--- src/rtl/rttws_pkg.sv ---
// ----------------------------------------------------------------------------
// RTT window statistics package
// Shared widths, defaults and request codes for the RTT window statistics
// block and its sub-modules.
// ----------------------------------------------------------------------------
package rttws_pkg;

    // Default window capacity in samples.
    localparam int MAX_SAMPLES_DEF = 64;

    // Field widths of requests and results.
    localparam int RTT_W         = 16;
    localparam int COUNT_OUT_W   = 7;
    localparam int Q8_W          = 24;
    localparam int FRAC_W        = 8;

    // Result payload packing: count, min, max, mean, deviation.
    localparam int OUT_FIELDS_W  = COUNT_OUT_W + 2 * RTT_W + 2 * Q8_W;
    localparam int OUT_TDATA_W   = ((OUT_FIELDS_W + 7) / 8) * 8;
    localparam int OUT_TUSER_W   = 2;

    // Request kinds carried on the input tuser bit.
    typedef enum logic {
        OP_ADD   = 1'b0,
        OP_CLOSE = 1'b1
    } op_t;

endpackage

--- src/rtl/rttws_ram.sv ---
// ----------------------------------------------------------------------------
// Generic single-port-write, single-port-read RAM
// One write and one registered read per cycle; contents are not reset.
// ----------------------------------------------------------------------------
module rttws_ram #(
    parameter int WIDTH = rttws_pkg::RTT_W,
    parameter int DEPTH = rttws_pkg::MAX_SAMPLES_DEF,
    parameter int ADDR_W = (DEPTH > 1) ? $clog2(DEPTH) : 1
) (
    input  logic              aclk,
    input  logic              wr_en,
    input  logic [ADDR_W-1:0] wr_addr,
    input  logic [WIDTH-1:0]  wr_data,
    input  logic              rd_en,
    input  logic [ADDR_W-1:0] rd_addr,
    output logic [WIDTH-1:0]  rd_data
);

    logic [WIDTH-1:0] mem [DEPTH];
    logic [WIDTH-1:0] rd_data_reg;

    // Write port.
    always_ff @(posedge aclk) begin
        if (wr_en) begin
            mem[wr_addr] <= wr_data;
        end
    end

    // Registered read port.
    always_ff @(posedge aclk) begin
        if (rd_en) begin
            rd_data_reg <= mem[rd_addr];
        end
    end

    assign rd_data = rd_data_reg;

endmodule

--- src/rtl/rttws_div.sv ---
// ----------------------------------------------------------------------------
// Iterative unsigned divider
// Restoring long division, one quotient bit per cycle. The caller guarantees
// that the quotient fits in QUO_W bits, so the upper dividend bits start as
// the partial remainder.
// ----------------------------------------------------------------------------
module rttws_div #(
    parameter int DIVISOR_W = 14,
    parameter int QUO_W     = rttws_pkg::Q8_W,
    parameter int DIVIDEND_W = DIVISOR_W + QUO_W
) (
    input  logic                  aclk,
    input  logic                  aresetn,
    input  logic                  start,
    input  logic [DIVIDEND_W-1:0] dividend,
    input  logic [DIVISOR_W-1:0]  divisor,
    output logic [QUO_W-1:0]      quotient,
    output logic                  done
);

    localparam int STEP_W = $clog2(QUO_W + 1);

    logic [DIVISOR_W-1:0] rem_reg, rem_next;
    logic [QUO_W-1:0]     num_reg, num_next;
    logic [DIVISOR_W-1:0] den_reg, den_next;
    logic [STEP_W-1:0]    step_reg, step_next;
    logic                 busy_reg, busy_next;
    logic                 done_reg, done_next;
    logic [DIVISOR_W:0]   trial;
    logic [DIVISOR_W:0]   diff;

    // One division step: shift in the next dividend bit and try a subtract.
    always_comb begin
        trial = {rem_reg, num_reg[QUO_W-1]};
        diff  = trial - {1'b0, den_reg};
    end

    always_comb begin
        rem_next  = rem_reg;
        num_next  = num_reg;
        den_next  = den_reg;
        step_next = step_reg;
        busy_next = busy_reg;
        done_next = 1'b0;
        if (start) begin
            rem_next  = dividend[DIVIDEND_W-1:QUO_W];
            num_next  = dividend[QUO_W-1:0];
            den_next  = divisor;
            step_next = STEP_W'(QUO_W);
            busy_next = 1'b1;
        end else if (busy_reg) begin
            if (!diff[DIVISOR_W]) begin
                rem_next = diff[DIVISOR_W-1:0];
                num_next = {num_reg[QUO_W-2:0], 1'b1};
            end else begin
                rem_next = trial[DIVISOR_W-1:0];
                num_next = {num_reg[QUO_W-2:0], 1'b0};
            end
            step_next = step_reg - STEP_W'(1);
            if (step_reg == STEP_W'(1)) begin
                busy_next = 1'b0;
                done_next = 1'b1;
            end
        end
    end

    // Datapath registers.
    always_ff @(posedge aclk) begin
        rem_reg  <= rem_next;
        num_reg  <= num_next;
        den_reg  <= den_next;
        step_reg <= step_next;
    end

    // Control registers.
    always_ff @(posedge aclk) begin
        if (!aresetn) begin
            busy_reg <= 1'b0;
            done_reg <= 1'b0;
        end else begin
            busy_reg <= busy_next;
            done_reg <= done_next;
        end
    end

    assign quotient = num_reg;
    assign done     = done_reg;

endmodule

--- src/rtl/rtt_window_statistics_core.sv ---
// ----------------------------------------------------------------------------
// RTT window statistics core
// Collects round-trip-time samples of one ping window in a sample RAM and, on
// a close request, reports count, minimum, maximum, mean and mean absolute
// deviation (both in Q8), then clears the window.
//
// Input channel s_*: s_tdata carries rtt_ms, s_tuser[0] the request kind
// (add sample or close window). Output channel m_*: one result per close.
// An add request gives no result; once the window holds MAX_SAMPLES samples
// further adds are dropped and flagged on the next close. After acceptance, a
// close request of a window with n samples scans the sample RAM at one read
// per cycle, two runs of the shared bit-serial divider give the mean and the
// deviation, and the output register is loaded. An empty window skips the
// scan and the divider and goes straight to loading the output register.
// s_tready is low while a close is in work.
// The result sits in an output register; a stalled receiver does not block
// add requests, but a following close waits at its end for the register.
// Reset clears the window count, sum and drop flag; the RAM is not cleared.
// ----------------------------------------------------------------------------
module rtt_window_statistics_core #(
    parameter int MAX_SAMPLES = rttws_pkg::MAX_SAMPLES_DEF
) (
    input  logic                               aclk,
    input  logic                               aresetn,
    // Input requests.
    input  logic                               s_tvalid,
    output logic                               s_tready,
    input  logic [rttws_pkg::RTT_W-1:0]        s_tdata,  // [15:0] rtt_ms
    input  logic [0:0]                         s_tuser,  // [0] operation
    // Results.
    output logic                               m_tvalid,
    input  logic                               m_tready,
    // [6:0] sample_count, [22:7] min_rtt_ms, [38:23] max_rtt_ms,
    // [62:39] mean_rtt_q8, [86:63] mean_abs_dev_q8, [87] zero
    output logic [rttws_pkg::OUT_TDATA_W-1:0]  m_tdata,
    output logic [rttws_pkg::OUT_TUSER_W-1:0]  m_tuser   // [0] no_response, [1] overflowed
);

    localparam int CNT_W  = $clog2(MAX_SAMPLES + 1);
    localparam int IDX_W  = (MAX_SAMPLES > 1) ? $clog2(MAX_SAMPLES) : 1;
    localparam int RTT_W  = rttws_pkg::RTT_W;
    localparam int SUM_W  = RTT_W + CNT_W;
    localparam int ABS_W  = RTT_W + 2 * CNT_W;
    localparam int NSQ_W  = 2 * CNT_W;
    localparam int Q8_W   = rttws_pkg::Q8_W;
    localparam int DIV_W  = NSQ_W + Q8_W;
    localparam int COUT_W = rttws_pkg::COUNT_OUT_W;

    typedef enum logic [6:0] {
        ST_IDLE      = 7'b0000001,
        ST_SCAN      = 7'b0000010,
        ST_MEAN      = 7'b0000100,
        ST_MEAN_WAIT = 7'b0001000,
        ST_DEV       = 7'b0010000,
        ST_DEV_WAIT  = 7'b0100000,
        ST_FINISH    = 7'b1000000
    } state_t;

    state_t                state_reg, state_next;
    logic [CNT_W-1:0]      count_reg, count_next;
    logic [SUM_W-1:0]      sum_reg, sum_next;
    logic                  dropped_reg, dropped_next;
    logic [CNT_W-1:0]      issue_reg, issue_next;
    logic                  rd_v1_reg, rd_v1_next;
    logic                  rd_v2_reg, rd_v2_next;
    logic [SUM_W-1:0]      prod_reg, prod_next;
    logic [RTT_W-1:0]      min_reg, min_next;
    logic [RTT_W-1:0]      max_reg, max_next;
    logic [ABS_W-1:0]      abs_reg, abs_next;
    logic [NSQ_W-1:0]      nsq_reg, nsq_next;
    logic [Q8_W-1:0]       mean_reg, mean_next;
    logic [Q8_W-1:0]       dev_reg, dev_next;
    logic                  m_valid_reg, m_valid_next;
    logic [rttws_pkg::OUT_TDATA_W-1:0] m_data_reg, m_data_next;
    logic [rttws_pkg::OUT_TUSER_W-1:0] m_user_reg, m_user_next;

    logic                  in_acc;
    rttws_pkg::op_t        in_op;
    logic                  wr_en;
    logic                  rd_en;
    logic [RTT_W-1:0]      rd_data;
    logic [SUM_W-1:0]      abs_diff;
    logic                  div_start;
    logic [DIV_W-1:0]      div_dividend;
    logic [NSQ_W-1:0]      div_divisor;
    logic [Q8_W-1:0]       div_quo;
    logic                  div_done;
    logic                  out_free;
    logic                  empty;
    logic [COUT_W+CNT_W-1:0] count_ext;

    // Input handshake and request decode.
    assign s_tready = (state_reg == ST_IDLE);
    assign in_acc   = s_tvalid && s_tready;
    assign in_op    = rttws_pkg::op_t'(s_tuser[0]);

    // Sample store.
    rttws_ram #(
        .WIDTH (RTT_W),
        .DEPTH (MAX_SAMPLES),
        .ADDR_W(IDX_W)
    ) u_store (
        .aclk   (aclk),
        .wr_en  (wr_en),
        .wr_addr(count_reg[IDX_W-1:0]),
        .wr_data(s_tdata),
        .rd_en  (rd_en),
        .rd_addr(issue_reg[IDX_W-1:0]),
        .rd_data(rd_data)
    );

    // Shared divider for the mean and the deviation.
    rttws_div #(
        .DIVISOR_W (NSQ_W),
        .QUO_W     (Q8_W),
        .DIVIDEND_W(DIV_W)
    ) u_div (
        .aclk    (aclk),
        .aresetn (aresetn),
        .start   (div_start),
        .dividend(div_dividend),
        .divisor (div_divisor),
        .quotient(div_quo),
        .done    (div_done)
    );

    // Absolute distance of n*x from the window sum.
    assign abs_diff = (prod_reg >= sum_reg) ? (prod_reg - sum_reg) : (sum_reg - prod_reg);

    // Divider operands: sum/n for the mean, abs_total/n^2 for the deviation.
    assign div_start    = (state_reg == ST_MEAN) || (state_reg == ST_DEV);
    assign div_dividend = (state_reg == ST_MEAN)
                          ? DIV_W'({sum_reg, {rttws_pkg::FRAC_W{1'b0}}})
                          : {abs_reg, {rttws_pkg::FRAC_W{1'b0}}};
    assign div_divisor  = (state_reg == ST_MEAN) ? NSQ_W'(count_reg) : nsq_reg;

    assign out_free  = !m_valid_reg || m_tready;
    assign empty     = (count_reg == '0);
    assign count_ext = {{COUT_W{1'b0}}, count_reg};

    // Main control and datapath.
    always_comb begin
        state_next   = state_reg;
        count_next   = count_reg;
        sum_next     = sum_reg;
        dropped_next = dropped_reg;
        issue_next   = issue_reg;
        rd_v1_next   = 1'b0;
        rd_v2_next   = rd_v1_reg;
        prod_next    = prod_reg;
        min_next     = min_reg;
        max_next     = max_reg;
        abs_next     = abs_reg;
        nsq_next     = nsq_reg;
        mean_next    = mean_reg;
        dev_next     = dev_reg;
        m_valid_next = m_valid_reg;
        m_data_next  = m_data_reg;
        m_user_next  = m_user_reg;
        wr_en        = 1'b0;
        rd_en        = 1'b0;

        // The receiver empties the output register.
        if (m_valid_reg && m_tready) begin
            m_valid_next = 1'b0;
        end

        unique case (state_reg)
            ST_IDLE: begin
                if (in_acc) begin
                    if (in_op == rttws_pkg::OP_ADD) begin
                        if (count_reg < CNT_W'(MAX_SAMPLES)) begin
                            wr_en      = 1'b1;
                            count_next = count_reg + CNT_W'(1);
                            sum_next   = sum_reg + SUM_W'(s_tdata);
                        end else begin
                            dropped_next = 1'b1;
                        end
                    end else begin
                        issue_next = '0;
                        min_next   = '1;
                        max_next   = '0;
                        abs_next   = '0;
                        mean_next  = '0;
                        dev_next   = '0;
                        nsq_next   = NSQ_W'(count_reg) * NSQ_W'(count_reg);
                        state_next = empty ? ST_FINISH : ST_SCAN;
                    end
                end
            end
            ST_SCAN: begin
                // Stage 0: issue reads in order.
                if (issue_reg < count_reg) begin
                    rd_en      = 1'b1;
                    rd_v1_next = 1'b1;
                    issue_next = issue_reg + CNT_W'(1);
                end
                // Stage 1: read data back, track extremes, scale by n.
                if (rd_v1_reg) begin
                    prod_next = SUM_W'(count_reg) * SUM_W'(rd_data);
                    if (rd_data < min_reg) begin
                        min_next = rd_data;
                    end
                    if (rd_data > max_reg) begin
                        max_next = rd_data;
                    end
                end
                // Stage 2: accumulate the absolute deviation.
                if (rd_v2_reg) begin
                    abs_next = abs_reg + ABS_W'(abs_diff);
                end
                if (issue_reg == count_reg && !rd_v1_reg && !rd_v2_reg) begin
                    state_next = ST_MEAN;
                end
            end
            ST_MEAN: begin
                state_next = ST_MEAN_WAIT;
            end
            ST_MEAN_WAIT: begin
                if (div_done) begin
                    mean_next  = div_quo;
                    state_next = ST_DEV;
                end
            end
            ST_DEV: begin
                state_next = ST_DEV_WAIT;
            end
            ST_DEV_WAIT: begin
                if (div_done) begin
                    dev_next   = div_quo;
                    state_next = ST_FINISH;
                end
            end
            ST_FINISH: begin
                // Hand the result over once the output register is free.
                if (out_free) begin
                    m_valid_next = 1'b1;
                    m_data_next  = rttws_pkg::OUT_TDATA_W'({
                        dev_reg,
                        mean_reg,
                        empty ? {RTT_W{1'b0}} : max_reg,
                        empty ? {RTT_W{1'b0}} : min_reg,
                        count_ext[COUT_W-1:0]
                    });
                    m_user_next  = {dropped_reg, empty};
                    count_next   = '0;
                    sum_next     = '0;
                    dropped_next = 1'b0;
                    state_next   = ST_IDLE;
                end
            end
            default: begin
                state_next = ST_IDLE;
            end
        endcase
    end

    // Control registers.
    always_ff @(posedge aclk) begin
        if (!aresetn) begin
            state_reg   <= ST_IDLE;
            count_reg   <= '0;
            sum_reg     <= '0;
            dropped_reg <= 1'b0;
            rd_v1_reg   <= 1'b0;
            rd_v2_reg   <= 1'b0;
            m_valid_reg <= 1'b0;
        end else begin
            state_reg   <= state_next;
            count_reg   <= count_next;
            sum_reg     <= sum_next;
            dropped_reg <= dropped_next;
            rd_v1_reg   <= rd_v1_next;
            rd_v2_reg   <= rd_v2_next;
            m_valid_reg <= m_valid_next;
        end
    end

    // Datapath registers.
    always_ff @(posedge aclk) begin
        issue_reg  <= issue_next;
        prod_reg   <= prod_next;
        min_reg    <= min_next;
        max_reg    <= max_next;
        abs_reg    <= abs_next;
        nsq_reg    <= nsq_next;
        mean_reg   <= mean_next;
        dev_reg    <= dev_next;
        m_data_reg <= m_data_next;
        m_user_reg <= m_user_next;
    end

    assign m_tvalid = m_valid_reg;
    assign m_tdata  = m_data_reg;
    assign m_tuser  = m_user_reg;

`ifndef SYNTHESIS
    // The window never holds more samples than the store has entries.
    a_count_bound: assert property (@(posedge aclk) disable iff (!aresetn)
        count_reg <= CNT_W'(MAX_SAMPLES))
        else $error("window count exceeds store capacity");

    // The scan reads only entries written in the current window.
    a_read_in_window: assert property (@(posedge aclk) disable iff (!aresetn)
        rd_en |-> (issue_reg < count_reg))
        else $error("sample read beyond the stored count");

    // A finished result is held back while the previous one is stalled.
    a_no_overwrite: assert property (@(posedge aclk) disable iff (!aresetn)
        (state_reg == ST_FINISH && m_valid_reg && !m_tready) |=> (state_reg == ST_FINISH))
        else $error("result overwrote a stalled output");

    // A close request always starts the statistics sequence.
    a_close_starts: assert property (@(posedge aclk) disable iff (!aresetn)
        (in_acc && in_op == rttws_pkg::OP_CLOSE) |=> (state_reg != ST_IDLE))
        else $error("close request did not leave idle");
`endif

endmodule
--- config.mk ---
export PLATFORM = sky130hd
export DESIGN_NAME = rtt_window_statistics_core
export DESIGN_NICKNAME = d
export VERILOG_FILES = /design/src/rtl/rttws_pkg.sv /design/src/rtl/rttws_ram.sv /design/src/rtl/rttws_div.sv /design/src/rtl/rtt_window_statistics_core.sv
export SDC_FILE = /design/constraint.sdc
export NUM_CORES = 2
export LEC_CHECK = 0
export BUFFER_PORTS_ARGS = -buffer_cell sky130_fd_sc_hd__buf_2
export CAP_MARGIN = 30
export CORE_AREA = 5 5 439 398
export DETAILED_ROUTE_END_ITERATION = 16
export DIE_AREA = 0 0 444 403
export GPL_ROUTABILITY_DRIVEN = 0
export HOLD_SLACK_MARGIN = 0.1
export PLACE_DENSITY_LB_ADDON = 0.15
export RECOVER_POWER = 100
export REMOVE_ABC_BUFFERS = 1
export SETUP_SLACK_MARGIN = 0.1
export SYNTH_ARGS = -nofsm -noshare
export SYNTH_HDL_FRONTEND = slang
export SYNTH_SLANG_ARGS = --single-unit
--- constraint.sdc ---
create_clock -name aclk -period 7.6 [get_ports aclk]
set_clock_uncertainty 0.1 [all_clocks]
set_input_delay 0.76 -clock aclk [delete_from_list [all_inputs] [get_ports aclk]]
set_output_delay 0.76 -clock aclk [all_outputs]
set_load 0.01 [all_outputs]
==> results.json <==
{
  "outcome": "finished, violations left",
  "violations": "capacitance limit, slew limit",
  "grt_pass1_wl_um": 231000,
  "clock_path_buffers": 3,
  "hpwl_um": 101000,
  "ctsResizeCount": 0,
  "die_w_um": 444,
  "hp-start": "dev_reg[11]",
  "synth-seq-cells": 1382,
  "cts_root_buffer": "clkbuf_16",
  "grt_max_degree": 111,
  "largest_register_ffs": 1024,
  "port_buffers": 111,
  "start_kind": "register",
  "avgSynthCellArea_um2": 16.7,
  "wire_per_inst_um": 24.7,
  "post-cts-setup-buffers": 0,
  "critPathArrivalTime_ns": 7.09,
  "async_reset_ff_share_pct": 0,
  "core-area_um2": 170000,
  "worst_skew_pair.late_latency_ns": 0.78,
  "r2r_slack_ns": 0.84,
  "cts_tree": "yes",
  "ys_seq_area_share_pct": 65.8,
  "register_area_um2": 41000,
  "netlist_instances": 3729,
  "leakage_uw": 0.0240,
  "fin_crit_sh_pct": 88.9,
  "worst_r2r_endpoint": "abs_reg[23]",
  "drt_iter0_markers": 2714,
  "maxCapViolCount": 37,
  "netlist_area_um2": 62300,
  "place_area_um2": 66200,
  "power_density_nw_per_um2": 248,
  "synth-main-ff-cell": "edfxtp_1",
  "crit_required_ns": 7.93,
  "cts-htree-levels": 4,
  "boundaryPins": 113,
  "finalHoldViolations": 0,
  "cts_num_sinks": 1382,
  "holdCritPathClass": "register to register",
  "min_path_cells": 0,
  "grt_overflow_total": 0,
  "synth_cell_type_count": 78,
  "rsz0062_at_grt": "no",
  "end_kind": "register",
  "worst-path-max-fanout": 11,
  "slew_viol_final": 1449,
  "setup_viol": 0,
  "max_clock_freq_ghz": 0.148,
  "areaGrowthSynthToFinish_pct": 12.7,
  "multi_input_area_um2": 19700,
  "dr.pass1.iters": 5,
  "clk_transition_reported_paths_ns": 0.06,
  "vias_per_cell": 5.17,
  "num_vias": 32800,
  "start_util_pct": 36.7,
  "die_y_um": 403,
  "num-fill-cells": 15300,
  "antenna_found_initial": 6,
  "min_to": "m_tdata[74]",
  "nNetsFinal": 4281,
  "p_total_uw": 17400,
  "rr_worst_depth": 22,
  "yosysWarningCount": 0,
  "fin_crit_ns": 6.76,
  "whs_ns": 0.315,
  "cts_buffers": 148,
  "peakVddDrop_uv": 198,
  "placementRows": 144,
  "place_inst": 6075,
  "stdcell_count": 6340,
  "drcViolationCount": 0,
  "synth-edff-count": 1334,
  "grt_usage_pct": 17.4,
  "stdcell_area_um2": 70200,
  "reg2reg_from": "sum_reg[16]",
  "crit_type": "register to register",
  "final_antenna_net_count": 0,
  "drive_gt1_share_pct": 14.8,
  "grt_pass1_vias": 33500,
  "cts_hold_buf": 0,
  "routed_wirelength_um": 157000,
  "slew_headroom_pct": -166,
  "dieArea_um2": 179000,
  "tightest_slew_ns": 3.99,
  "finalSetupTns_ns": 0
}
-- per-layer routing --
metal  global-route usage, %  share of wire, %  wire (um)
met3                    2.82               4.6       7180
met5                       0                 0          0
met2                    27.9                47      74000
met4                    4.48               2.4       3840
met1                    24.8                46      71800
-- placed cells by master (no fill, tap or decap), types with 9 or more instances in the layout --
cell type / n
o22ai_1: 18
clkinv_2: 19
nor3_1: 36
clkinv_1: 22
inv_1: 236
ha_1: 208
mux4_2: 336
a21oi_1: 96
mux2i_1: 18
a211oi_1: 17
a31oi_1: 9
a21boi_0: 10
nand3_1: 54
clkbuf_1: 252
o21ai_0: 86
nor2_2: 15
and2_1: 112
o21a_1: 20
bufinv_16: 9
nand2b_1: 34
clkbuf_16: 151
xor2_1: 35
o21bai_1: 10
a21o_1: 60
nand2_1: 144
edfxtp_1: 1334
and2_0: 57
buf_4: 13
and3_1: 15
fa_1: 89
or3_1: 12
a22oi_1: 12
nand4_1: 15
nor2_1: 223
dfxtp_1: 48
nor2b_1: 20
xnor2_1: 72
-- cell usage after synthesis (6+ instances only) --
library cell | n | area (um2)
a211oi_1 | 17 | 128
a21boi_0 | 9 | 67.6
a21o_1 | 60 | 450
a21oi_1 | 96 | 480
a22oi_1 | 12 | 90.1
a31oi_1 | 9 | 56.3
and2_1 | 169 | 1060
and3_1 | 15 | 93.8
and4_1 | 8 | 70.1
buf_1 | 31 | 116
buf_2 | 6 | 30.0
clkbuf_1 | 113 | 424
dfxtp_1 | 48 | 961
edfxtp_1 | 1334 | 40100
fa_1 | 89 | 1780
ha_1 | 208 | 2600
inv_1 | 236 | 886
mux2_2 | 9 | 101
mux2i_1 | 18 | 180
mux4_2 | 336 | 7570
nand2_1 | 144 | 541
nand2b_1 | 34 | 213
nand3_1 | 54 | 270
nand3b_1 | 8 | 60.1
nand4_1 | 14 | 87.6
nor2_1 | 238 | 893
nor2b_1 | 20 | 125
nor3_1 | 36 | 180
nor3b_1 | 6 | 45.0
nor4b_1 | 7 | 61.3
o21a_1 | 20 | 150
o21ai_0 | 85 | 425
o21bai_1 | 10 | 75.1
o22ai_1 | 18 | 113
o31ai_1 | 7 | 52.6
or3_1 | 12 | 75.1
or4_1 | 6 | 45.0
xnor2_1 | 71 | 622
xor2_1 | 35 | 307
-- per-stage QoR --
| stage | utilization [%] | setup WS, ns |
|---|---|---|
| finish | 41.3 | 0.845 |
| floorplan | - | -4.27 |
| detailed placement | 39.0 | 1.07 |
| global route | 41.3 | 0.378 |
| global placement | 38.9 | 1.15 |
| CTS | 41.7 | 1.09 |
-- area by class of cell --
cell class / instances / area share (%)
Inverter: 239 / 1.28
Sequential cell: 1382 / 58.4
Antenna cell: 5 / 0.0178
Timing Repair Buffer: 241 / 1.48
Tap cell: 2263 / 4.03
Clock buffer: 192 / 5.63
Multi-Input combinational cell: 1951 / 28.1
Clock inverter: 67 / 1.03
-- cell families (layout without fill, tap and decap cells) --
| kind of cell | after synthesis | in the layout | synth area share (%) |
|---|---|---|---|
| fa+ha+maj | 297 | 297 | 7.04 |
| xor+xnor | 107 | 107 | 1.52 |
| mux | 364 | 364 | 12.6 |
| buf+inv | 396 | 739 | 2.48 |
| other cells | 1 | 6 | 0.00602 |
| flops | 1382 | 1382 | 65.8 |
| compound gates | 395 | 395 | 4.14 |
| simple gates | 787 | 787 | 6.37 |
-- how the worst max path moves through the flow --
stage                 start                 end  slack [ns]  cells past startpoint
4_1_cts         sum_reg[16]         abs_reg[24]        1.09                     21
5_1_grt         sum_reg[16]         abs_reg[24]        0.38                     21
3_3_place_gp    sum_reg[16]         abs_reg[23]        1.15                     22
6_report        sum_reg[16]         abs_reg[23]        0.84                     22
2_1_floorplan  issue_reg[0]  u_store.rd_data[0]       -4.27                      3
3_5_place_dp    sum_reg[16]         abs_reg[24]        1.07                     21
-- critical path, cell delays in order (launching register included) --
cell and delay (ns):
dfxtp_1 0.51, inv_1 0.19, ha_1 0.54, nand2_1 0.13, or3_1 0.39, o41ai_1 0.40, a221oi_1 0.21, and4bb_1 0.33
nor2_8 0.25, mux2i_1 0.29, o221ai_1 0.16, a21oi_1 0.19, xnor2_1 0.17, ha_1 0.32, o21a_1 0.21, a2111oi_0 0.58
nor3_1 0.19, o211ai_1 0.20, and3_1 0.25, o211ai_1 0.14, a221o_1 0.42, xnor2_1 0.18, nor2_1 0.05
-- power breakdown --
part / leakage, uW / internal [uW] / switching [uW] / total [uW]
combinational: 0.00935 / 696 / 1090 / 1780
sequential: 0.0124 / 8540 / 82.5 / 8620
clock: 0.00226 / 4000 / 3020 / 7020
No activity file was read; power rests on OpenSTA's default activity.
